--- src/rtl/sha_pkg.sv ---
// SHA-256 hasher package: round constants, initial hash values and helper functions.
// Used by every module of sha256_message_hasher; no dependencies.
package sha_pkg;

  localparam int unsigned BlockBytes = 64;
  localparam int unsigned Rounds     = 64;
  localparam int unsigned QueueDepth = 4;

  // One classified beat handed from the front part to the back part.
  typedef struct packed {
    logic       has_byte;
    logic [7:0] data_byte;
    logic       end_message;
  } item_t;

  typedef enum logic [2:0] {
    ST_IDLE,
    ST_LOAD,
    ST_ROUND,
    ST_ADD,
    ST_PAD,
    ST_EMIT
  } core_state_e;

  function automatic logic [31:0] round_k(input logic [5:0] idx);
    logic [31:0] k;
    unique case (idx)
      6'd0:  k = 32'h428a2f98; 6'd1:  k = 32'h71374491; 6'd2:  k = 32'hb5c0fbcf;
      6'd3:  k = 32'he9b5dba5; 6'd4:  k = 32'h3956c25b; 6'd5:  k = 32'h59f111f1;
      6'd6:  k = 32'h923f82a4; 6'd7:  k = 32'hab1c5ed5; 6'd8:  k = 32'hd807aa98;
      6'd9:  k = 32'h12835b01; 6'd10: k = 32'h243185be; 6'd11: k = 32'h550c7dc3;
      6'd12: k = 32'h72be5d74; 6'd13: k = 32'h80deb1fe; 6'd14: k = 32'h9bdc06a7;
      6'd15: k = 32'hc19bf174; 6'd16: k = 32'he49b69c1; 6'd17: k = 32'hefbe4786;
      6'd18: k = 32'h0fc19dc6; 6'd19: k = 32'h240ca1cc; 6'd20: k = 32'h2de92c6f;
      6'd21: k = 32'h4a7484aa; 6'd22: k = 32'h5cb0a9dc; 6'd23: k = 32'h76f988da;
      6'd24: k = 32'h983e5152; 6'd25: k = 32'ha831c66d; 6'd26: k = 32'hb00327c8;
      6'd27: k = 32'hbf597fc7; 6'd28: k = 32'hc6e00bf3; 6'd29: k = 32'hd5a79147;
      6'd30: k = 32'h06ca6351; 6'd31: k = 32'h14292967; 6'd32: k = 32'h27b70a85;
      6'd33: k = 32'h2e1b2138; 6'd34: k = 32'h4d2c6dfc; 6'd35: k = 32'h53380d13;
      6'd36: k = 32'h650a7354; 6'd37: k = 32'h766a0abb; 6'd38: k = 32'h81c2c92e;
      6'd39: k = 32'h92722c85; 6'd40: k = 32'ha2bfe8a1; 6'd41: k = 32'ha81a664b;
      6'd42: k = 32'hc24b8b70; 6'd43: k = 32'hc76c51a3; 6'd44: k = 32'hd192e819;
      6'd45: k = 32'hd6990624; 6'd46: k = 32'hf40e3585; 6'd47: k = 32'h106aa070;
      6'd48: k = 32'h19a4c116; 6'd49: k = 32'h1e376c08; 6'd50: k = 32'h2748774c;
      6'd51: k = 32'h34b0bcb5; 6'd52: k = 32'h391c0cb3; 6'd53: k = 32'h4ed8aa4a;
      6'd54: k = 32'h5b9cca4f; 6'd55: k = 32'h682e6ff3; 6'd56: k = 32'h748f82ee;
      6'd57: k = 32'h78a5636f; 6'd58: k = 32'h84c87814; 6'd59: k = 32'h8cc70208;
      6'd60: k = 32'h90befffa; 6'd61: k = 32'ha4506ceb; 6'd62: k = 32'hbef9a3f7;
      default: k = 32'hc67178f2;
    endcase
    return k;
  endfunction

  function automatic logic [31:0] init_hash(input logic [2:0] idx);
    logic [31:0] h;
    unique case (idx)
      3'd0: h = 32'h6a09e667; 3'd1: h = 32'hbb67ae85;
      3'd2: h = 32'h3c6ef372; 3'd3: h = 32'ha54ff53a;
      3'd4: h = 32'h510e527f; 3'd5: h = 32'h9b05688c;
      3'd6: h = 32'h1f83d9ab; default: h = 32'h5be0cd19;
    endcase
    return h;
  endfunction

  function automatic logic [31:0] rotr(input logic [31:0] x, input int unsigned n);
    return (x >> n) | (x << (32 - n));
  endfunction

endpackage

--- src/rtl/sha256_message_hasher.sv ---
// Top level of the SHA-256 byte-stream hasher.
// Depends on sha_pkg, sha_front and sha_core.
//
//   channel | direction | handshake             | payload
//   --------+-----------+-----------------------+------------------------------------
//   input   | in        | in_valid_i/in_ready_o | data_byte_i, has_byte_i, end_message_i
//   output  | out       | out_valid_o/out_ready_i | digest_word_o, word_index_o, last_word_o
//
// Flow: a byte beat is written into the block buffer from the idle state; a
// beat that fills the 64-byte block then runs the load, round and add states
// (one shared round unit serves every round). End of message writes padding at one byte a cycle
// (up to 64 bytes), one or two compressions, then 8 digest beats.
// The 4-entry front queue absorbs input beats while the core compresses.
// Reset is asynchronous, active low; the hash state returns to the initial
// values. Output stalls hold the digest word in place.
module sha256_message_hasher (
  input  logic        clk_i,
  input  logic        rst_ni,
  input  logic [7:0]  data_byte_i,
  input  logic        has_byte_i,
  input  logic        end_message_i,
  input  logic        in_valid_i,
  output logic        in_ready_o,
  output logic [31:0] digest_word_o,
  output logic [2:0]  word_index_o,
  output logic        last_word_o,
  output logic        out_valid_o,
  input  logic        out_ready_i
);
  sha_pkg::item_t item;
  logic           item_valid, item_ready;

  sha_front u_front (
    .clk_i, .rst_ni, .data_byte_i, .has_byte_i, .end_message_i, .in_valid_i, .in_ready_o,
    .item_o(item), .item_valid_o(item_valid), .item_ready_i(item_ready)
  );

  sha_core u_core (
    .clk_i, .rst_ni, .item_i(item), .item_valid_i(item_valid), .item_ready_o(item_ready),
    .digest_word_o, .word_index_o, .last_word_o, .out_valid_o, .out_ready_i
  );
endmodule

--- src/rtl/sha_front.sv ---
// Front part: takes input beats, drops empty ones, queues the rest.
// Depends on sha_pkg.
module sha_front (
  input  logic            clk_i,
  input  logic            rst_ni,
  input  logic [7:0]      data_byte_i,
  input  logic            has_byte_i,
  input  logic            end_message_i,
  input  logic            in_valid_i,
  output logic            in_ready_o,
  output sha_pkg::item_t  item_o,
  output logic            item_valid_o,
  input  logic            item_ready_i
);
  localparam int unsigned AW = $clog2(sha_pkg::QueueDepth);

  sha_pkg::item_t       mem_q [sha_pkg::QueueDepth];
  logic [AW-1:0]        wr_q, wr_d, rd_q, rd_d;
  logic [AW:0]          cnt_q, cnt_d;
  logic                 push, pop;

  assign in_ready_o   = (cnt_q != (AW+1)'(sha_pkg::QueueDepth));
  // beats with neither a byte nor an end mark do nothing
  assign push         = in_valid_i && in_ready_o && (has_byte_i || end_message_i);
  assign item_valid_o = (cnt_q != '0);
  assign pop          = item_valid_o && item_ready_i;
  assign item_o       = mem_q[rd_q];

  assign wr_d  = push ? wr_q + AW'(1) : wr_q;
  assign rd_d  = pop ? rd_q + AW'(1) : rd_q;
  assign cnt_d = cnt_q + (AW+1)'(push) - (AW+1)'(pop);

  always_ff @(posedge clk_i) begin
    if (push) begin
      mem_q[wr_q] <= '{has_byte: has_byte_i, data_byte: data_byte_i,
                       end_message: end_message_i};
    end
  end

  always_ff @(posedge clk_i or negedge rst_ni) begin
    if (!rst_ni) begin
      wr_q  <= '0;
      rd_q  <= '0;
      cnt_q <= '0;
    end else begin
      wr_q  <= wr_d;
      rd_q  <= rd_d;
      cnt_q <= cnt_d;
    end
  end

`ifndef SYNTH
  a_no_overflow: assert property (@(posedge clk_i) disable iff (!rst_ni)
    cnt_q == (AW+1)'(sha_pkg::QueueDepth) |-> !push) else $error("queue overflow");
  a_no_underflow: assert property (@(posedge clk_i) disable iff (!rst_ni)
    cnt_q == '0 |-> !pop) else $error("queue underflow");
  a_count: assert property (@(posedge clk_i) disable iff (!rst_ni)
    push && !pop |=> cnt_q == $past(cnt_q) + 1'b1) else $error("count slip");
`endif
endmodule

--- src/rtl/sha_core.sv ---
// Back part: block buffer, padding, 64-round compression and digest output.
// Depends on sha_pkg.
module sha_core (
  input  logic            clk_i,
  input  logic            rst_ni,
  input  sha_pkg::item_t  item_i,
  input  logic            item_valid_i,
  output logic            item_ready_o,
  output logic [31:0]     digest_word_o,
  output logic [2:0]      word_index_o,
  output logic            last_word_o,
  output logic            out_valid_o,
  input  logic            out_ready_i
);
  sha_pkg::core_state_e state_q, state_d;

  // block buffer kept as 16 big-endian words, written one byte lane at a time
  logic [31:0] buf_q [sha_pkg::BlockBytes/4];
  logic [31:0] w_q [16];
  logic [31:0] h_q [8];
  logic [31:0] v_q [8];
  logic [5:0]  fill_q, fill_d;
  logic [63:0] bits_q, bits_d;
  logic [5:0]  rnd_q, rnd_d;
  logic [3:0]  ld_q, ld_d;     // word loader for schedule
  logic [5:0]  pad_q, pad_d;   // padding write pointer
  logic        fin_q, fin_d;   // finalizing: compressions belong to padding
  logic        last_q, last_d; // this compression is the final one
  logic [2:0]  oi_q, oi_d;

  logic        wr_en;
  logic [5:0]  wr_addr;
  logic [7:0]  wr_data;
  logic        h_init, h_add, v_load, v_step, w_load, w_shift;

  // round datapath
  logic [31:0] s1, ch, t1, s0, mj, t2, sg0, sg1, w_new;
  always_comb begin
    s1 = sha_pkg::rotr(v_q[4], 6) ^ sha_pkg::rotr(v_q[4], 11) ^ sha_pkg::rotr(v_q[4], 25);
    ch = (v_q[4] & v_q[5]) ^ (~v_q[4] & v_q[6]);
    t1 = v_q[7] + s1 + ch + sha_pkg::round_k(rnd_q) + w_q[0];
    s0 = sha_pkg::rotr(v_q[0], 2) ^ sha_pkg::rotr(v_q[0], 13) ^ sha_pkg::rotr(v_q[0], 22);
    mj = (v_q[0] & v_q[1]) ^ (v_q[0] & v_q[2]) ^ (v_q[1] & v_q[2]);
    t2 = s0 + mj;
    sg0 = sha_pkg::rotr(w_q[1], 7) ^ sha_pkg::rotr(w_q[1], 18) ^ (w_q[1] >> 3);
    sg1 = sha_pkg::rotr(w_q[14], 17) ^ sha_pkg::rotr(w_q[14], 19) ^ (w_q[14] >> 10);
    w_new = w_q[0] + sg0 + w_q[9] + sg1;
  end

  // padding byte at pad_q
  logic [7:0] pad_byte;
  always_comb begin
    if (pad_q >= 6'd56) pad_byte = bits_q[8'(63 - 8 * (pad_q - 6'd56)) -: 8];
    else pad_byte = 8'h00;
  end

  always_comb begin
    state_d = state_q;
    fill_d = fill_q; bits_d = bits_q; rnd_d = rnd_q; ld_d = ld_q; pad_d = pad_q;
    fin_d = fin_q; last_d = last_q; oi_d = oi_q;
    wr_en = 1'b0; wr_addr = fill_q; wr_data = item_i.data_byte;
    h_init = 1'b0; h_add = 1'b0; v_load = 1'b0; v_step = 1'b0;
    w_load = 1'b0; w_shift = 1'b0;
    item_ready_o = 1'b0;
    out_valid_o = 1'b0;
    unique case (state_q)
      sha_pkg::ST_IDLE: begin
        item_ready_o = 1'b1;
        if (item_valid_i) begin
          if (item_i.has_byte) begin
            wr_en  = 1'b1;
            fill_d = fill_q + 6'd1;
            bits_d = bits_q + 64'd8;
          end
          if (item_i.has_byte && fill_q == 6'd63) begin
            fin_d = item_i.end_message; last_d = 1'b0;
            ld_d = '0; state_d = sha_pkg::ST_LOAD;
          end else if (item_i.end_message) begin
            fin_d = 1'b1;
            state_d = sha_pkg::ST_PAD;
            // 0x80 marker goes at the current fill position
            pad_d = item_i.has_byte ? fill_q + 6'd1 : fill_q;
          end
        end
      end
      sha_pkg::ST_PAD: begin
        if (pad_q == fill_q && !last_q) begin
          wr_en = 1'b1; wr_addr = pad_q; wr_data = 8'h80;
          // marker at 56 or later: length goes in a second block
          last_d = (pad_q < 6'd56);
        end else begin
          wr_en = 1'b1; wr_addr = pad_q;
          wr_data = last_q ? pad_byte : 8'h00;
        end
        pad_d = pad_q + 6'd1;
        if (pad_q == 6'd63) begin
          ld_d = '0; state_d = sha_pkg::ST_LOAD;
        end
      end
      sha_pkg::ST_LOAD: begin
        w_load = 1'b1;
        ld_d = ld_q + 4'd1;
        if (ld_q == 4'd15) begin
          v_load = 1'b1; rnd_d = '0; state_d = sha_pkg::ST_ROUND;
        end
      end
      sha_pkg::ST_ROUND: begin
        v_step = 1'b1; w_shift = 1'b1;
        rnd_d = rnd_q + 6'd1;
        if (rnd_q == 6'(sha_pkg::Rounds - 1)) state_d = sha_pkg::ST_ADD;
      end
      sha_pkg::ST_ADD: begin
        h_add = 1'b1;
        if (!fin_q) begin
          state_d = sha_pkg::ST_IDLE;
        end else if (last_q) begin
          oi_d = '0; state_d = sha_pkg::ST_EMIT;
        end else begin
          // second padding block; fill 0 means the message ended on a full
          // block, so the marker still goes at byte 0, else zeros then length
          pad_d = '0;
          last_d = (fill_q != 6'd0);
          state_d = sha_pkg::ST_PAD;
        end
      end
      sha_pkg::ST_EMIT: begin
        out_valid_o = 1'b1;
        if (out_ready_i) begin
          oi_d = oi_q + 3'd1;
          if (oi_q == 3'd7) begin
            h_init = 1'b1; fill_d = '0; bits_d = '0; fin_d = 1'b0; last_d = 1'b0;
            state_d = sha_pkg::ST_IDLE;
          end
        end
      end
      default: state_d = sha_pkg::ST_IDLE;
    endcase
  end

  // marker is written only while last_q is low, so a length block never gets one
  assign digest_word_o = h_q[oi_q];
  assign word_index_o  = oi_q;
  assign last_word_o   = (oi_q == 3'd7);

  always_ff @(posedge clk_i) begin
    if (wr_en) buf_q[wr_addr[5:2]][{~wr_addr[1:0], 3'd0} +: 8] <= wr_data;
  end

  always_ff @(posedge clk_i) begin
    if (w_load) begin
      for (int i = 0; i < 15; i++) w_q[i] <= w_q[i+1];
      w_q[15] <= buf_q[ld_q];
    end else if (w_shift) begin
      for (int i = 0; i < 15; i++) w_q[i] <= w_q[i+1];
      w_q[15] <= w_new;
    end
    if (v_load) begin
      for (int i = 0; i < 8; i++) v_q[i] <= h_q[i];
    end else if (v_step) begin
      v_q[7] <= v_q[6]; v_q[6] <= v_q[5]; v_q[5] <= v_q[4]; v_q[4] <= v_q[3] + t1;
      v_q[3] <= v_q[2]; v_q[2] <= v_q[1]; v_q[1] <= v_q[0]; v_q[0] <= t1 + t2;
    end
  end

  always_ff @(posedge clk_i or negedge rst_ni) begin
    if (!rst_ni) begin
      state_q <= sha_pkg::ST_IDLE;
      for (int i = 0; i < 8; i++) h_q[i] <= sha_pkg::init_hash(3'(i));
      fill_q <= '0; bits_q <= '0; rnd_q <= '0; ld_q <= '0; pad_q <= '0;
      fin_q <= 1'b0; last_q <= 1'b0; oi_q <= '0;
    end else begin
      state_q <= state_d;
      if (h_init) begin
        for (int i = 0; i < 8; i++) h_q[i] <= sha_pkg::init_hash(3'(i));
      end else if (h_add) begin
        for (int i = 0; i < 8; i++) h_q[i] <= h_q[i] + v_q[i];
      end
      fill_q <= fill_d; bits_q <= bits_d; rnd_q <= rnd_d; ld_q <= ld_d; pad_q <= pad_d;
      fin_q <= fin_d; last_q <= last_d; oi_q <= oi_d;
    end
  end

`ifndef SYNTH
  a_emit_final: assert property (@(posedge clk_i) disable iff (!rst_ni)
    out_valid_o |-> fin_q && last_q) else $error("digest before final block");
  a_stall_hold: assert property (@(posedge clk_i) disable iff (!rst_ni)
    out_valid_o && !out_ready_i |=> out_valid_o && $stable(oi_q)) else $error("emit slip");
  a_round_len: assert property (@(posedge clk_i) disable iff (!rst_ni)
    state_q == sha_pkg::ST_ROUND && rnd_q != 6'd63 |=> state_q == sha_pkg::ST_ROUND)
    else $error("round count");
`endif
endmodule
--- config.mk ---
export PLATFORM = sky130hd
export DESIGN_NAME = sha256_message_hasher
export DESIGN_NICKNAME = d
export VERILOG_FILES = /design/src/rtl/sha_pkg.sv /design/src/rtl/sha256_message_hasher.sv /design/src/rtl/sha_front.sv /design/src/rtl/sha_core.sv
export SDC_FILE = /design/constraint.sdc
export NUM_CORES = 2
export LEC_CHECK = 0
export ABC_CLOCK_PERIOD_IN_PS = 23000
export BUFFER_PORTS_ARGS = -buffer_cell sky130_fd_sc_hd__buf_2
export CORE_ASPECT_RATIO = 1.1
export CORE_MARGIN = 8
export CORE_UTILIZATION = 25
export DETAILED_ROUTE_END_ITERATION = 12
export PLACE_DENSITY_LB_ADDON = 0.25
export SYNTH_ARGS = -nofsm -noshare
export SYNTH_HDL_FRONTEND = slang
export SYNTH_SLANG_ARGS = --single-unit
export TNS_END_PERCENT = 50
--- constraint.sdc ---
create_clock -name clk_i -period 23 [get_ports clk_i]
set_clock_uncertainty 0.15 [all_clocks]
set_input_delay 2.3 -clock clk_i [delete_from_list [all_inputs] [get_ports clk_i]]
set_output_delay 2.3 -clock clk_i [all_outputs]
set_load 0.03 [all_outputs]
==> metrics.txt <==
Initial Util 0.251; CTS tree yes; Clock transition at path regs roughly 0.060 ns; R2R depth 34; f_max just under 100 MHz; area occupied by multi-input gates 40,700 µm²; Clock Sinks roughly 1,700; worst-skew pair later-pin latency between 0.8 and 0.9 ns; Setup Viol. Count Final 0; top cell type by total area after synthesis edfxtp_1; Pwr Total 14.8 mW; WL per Instance approximately 23 µm; largest net degree at the start of global routing 172; drt drc 0; Async SR Flop Fraction 0.211; Worst Hold Path EP u_core.w_q[0][61]$_DFFE_PP_; ys flop type edfxtp_1; unrepaired setup endpoints after global routing no; Core ar. around 370,000 µm²; GPL Wtd Cong a little over 0.9; CP arrival 10.71 ns; initial antenna violation count 7; Seq pwr share 0.305; fillers between 30,000 and 40,000; combinational power share 0.489; Warnings, synthesis 0; first-pass GRT wire length ~430,000 µm; DR pass1 iterations 6; Pleak roughly 39 nW; DP Wirelength about 220,000 µm; FP Rows between 200 and 250; H-tree depth 4; Final ANT Viol Nets 0; commonest non-fill, non-tap cell in the layout edfxtp_1; Resize count post-CTS 0; crit path kind reg -> reg; die footprint 387,000 µm²; worst hold path type reg -> reg; EDFF count, synth about 1,300; crit path max fanout 16; sequential share of the synthesized area 0.530; Max-Cap Viols 0; critical path's slowest cell dfrtp_1; Final Util 0.283; critical path's top delay family compound AO/OA/AOI/OAI gates; nets 8,304; Root Buffer clkbuf_16; Critical Path RT roughly 23 ns; die height 652 µm; Worst Hold Launch u_core.w_q[0][93]$_DFFE_PP_; cell-internal power 8.77 mW; syn avg cell area about 12 µm²; final wirelength 295,000 µm; pre-CTS setup slack between 10 and 15 ns; Gate Count Post-Synth 7,706; crit end category register; setup slack, reg-to-reg 12.67 ns; Final Hold Fails 0; Yosys cell types 102; CTS Hold Bufs 0; Setup crit start kind register; Post CTS Setup Buffer Count 0; Worst Slack Setup Final between 10 and 15 ns; share of layout cells above drive strength 1 0.115; fin crit share 0.449; register area around 50,000 µm²; Die Width approximately 590 µm; worst path bufs/invs 3; vias post-DR 61,300; NetSw roughly 6.1 mW; Syn Std Cell Area about 92,000 µm²; vias in the first global route about 61,000; max incr delay on CP between 0.7 and 0.8 ns; largest cells by area after synthesis edfxtp_1, dfrtp_1, mux4_2; Via density 4.85; Worst-Margin Slew approximately 1.4 ns; Clk network pwr share 0.206; fin. max-slew vios 0; r2r startpoint u_core.rnd_q[1]$_DFFE_PN0P_; Reg2Reg Capture Point u_core.v_q[0][31]$_DFFE_PP_; most frequent cells in the layout edfxtp_1, nand2_1, o21ai_0; flops & latches, synth around 1,700; Cell Pwr Density ~140 nW/µm²; global route overflow 0; status complete, no violations; Net Count, Synth 8,326; area growth from synthesis to layout 12.9%; Peak VDD IR 190 µV; I/O Buffers between 50 and 60; initial drt markers about 5,000; I/O pin total 52; Hold Path Depth 0; cell mode on critical path fa_1; number of CTS-inserted buffers 190; Period minus WS final slightly above 10 ns; maximum clock path buffer count 4; area share of the largest cell type after synthesis 0.432; setup_tns 0 ns; Slew Limit Headroom 0.0447; Switching Fraction 0.408; gr usage total 0.147
## through the flow
stage | hold WS, ns | std cells | cell area, µm²
2_1_floorplan | 0.250 | 7706 | 91800
3_3_place_gp | 0.251 | 12300 | 97600
3_5_place_dp | 0.255 | 12300 | 97600
4_1_cts | 0.248 | 12600 | 104000
5_1_grt | 0.261 | 12600 | 104000
6_report | 0.255 | 12600 | 104000
## power groups by stage
stage | combinational, mW | clock [mW] | sequential (mW)
floorplan | 5.06 | 0 | 4.62
global placement | 7.16 | 0 | 4.59
detailed placement | 7.21 | 0 | 4.60
CTS | 7.28 | 3.14 | 4.54
global route | 8.03 | 3.24 | 4.58
finish | 7.25 | 3.05 | 4.53
## registers in the layout (all words and copies together) (netlist names), 40 cells and up
signal / count
u_core.h_q: 256
u_core.buf_q: 512
u_front.mem_q: 40
u_core.v_q: 256
u_core.bits_q: 61
u_core.w_q: 512
## kinds of logic (layout without fill, tap and decap cells)
family                   count (synthesis)  after routing  synth area share
XOR/XNOR                               637            637            0.0607
flip-flops                            1674           1674             0.530
multiplexers                           339            339            0.0703
other                                    0              3                 0
adder cells (fa/ha/maj)                632            632             0.101
AO/OA/AOI/OAI                         1653           1653             0.111
AND/OR/NAND/NOR                       2110           2110            0.0995
buffers and inverters                  661            784            0.0273
## worst max path at each step
stage | cells after the start | slack (ns) | to | start
final | 34 | 12.67 | u_core.v_q[0][31]$_DFFE_PP_ | u_core.rnd_q[1]$_DFFE_PN0P_
after CTS | 34 | 12.71 | u_core.v_q[0][31]$_DFFE_PP_ | u_core.rnd_q[1]$_DFFE_PN0P_
after global placement | 34 | 12.56 | u_core.v_q[0][31]$_DFFE_PP_ | u_core.rnd_q[1]$_DFFE_PN0P_
after global routing | 34 | 12.12 | u_core.v_q[0][31]$_DFFE_PP_ | u_core.rnd_q[1]$_DFFE_PN0P_
after floorplan | 7 | 9.21 | u_core.w_q[0][0]$_DFFE_PP_ | u_core.state_q[1]$_DFFE_PN0P_
after detailed placement | 34 | 12.81 | u_core.v_q[0][31]$_DFFE_PP_ | u_core.rnd_q[1]$_DFFE_PN0P_
## cell type report
cell class / count / share of cell area
Clock inverter: 101 / 0.00990
Multi-Input combinational cell: 5371 / 0.393
Clock buffer: 236 / 0.0489
Inverter: 307 / 0.0112
Antenna cell: 3 / 0.0000724
Sequential cell: 1674 / 0.470
Timing Repair Buffer: 140 / 0.00924
Tap cell: 4817 / 0.0581
## Yosys cell counts (24+ instances only)
cell / n
a211oi_1: 40
a21o_1: 171
a21oi_1: 483
a31oi_1: 51
and3_1: 54
buf_1: 41
clkbuf_1: 307
dfrtp_1: 218
dfstp_2: 136
edfxtp_1: 1320
fa_1: 196
ha_1: 410
inv_1: 303
maj3_1: 26
mux2_2: 39
mux2i_1: 59
mux4_2: 241
nand2_1: 1049
nand2b_1: 67
nand3_1: 163
nand4_1: 24
nor2_1: 467
nor2b_1: 48
nor3_1: 115
o21a_1: 56
o21ai_0: 513
o21bai_1: 50
o31ai_1: 44
or3_1: 39
xnor2_1: 392
xor2_1: 245
## per-layer routing
layer	vias to the layer above	track usage	part of all wire
li1	28000	-	-
met1	31200	0.196	0.44
met2	1650	0.246	0.47
met3	426	0.0165	0.044
met4	0	0.0546	0.040
met5	-	0	0
No activity file was read; power rests on OpenSTA's default activity.
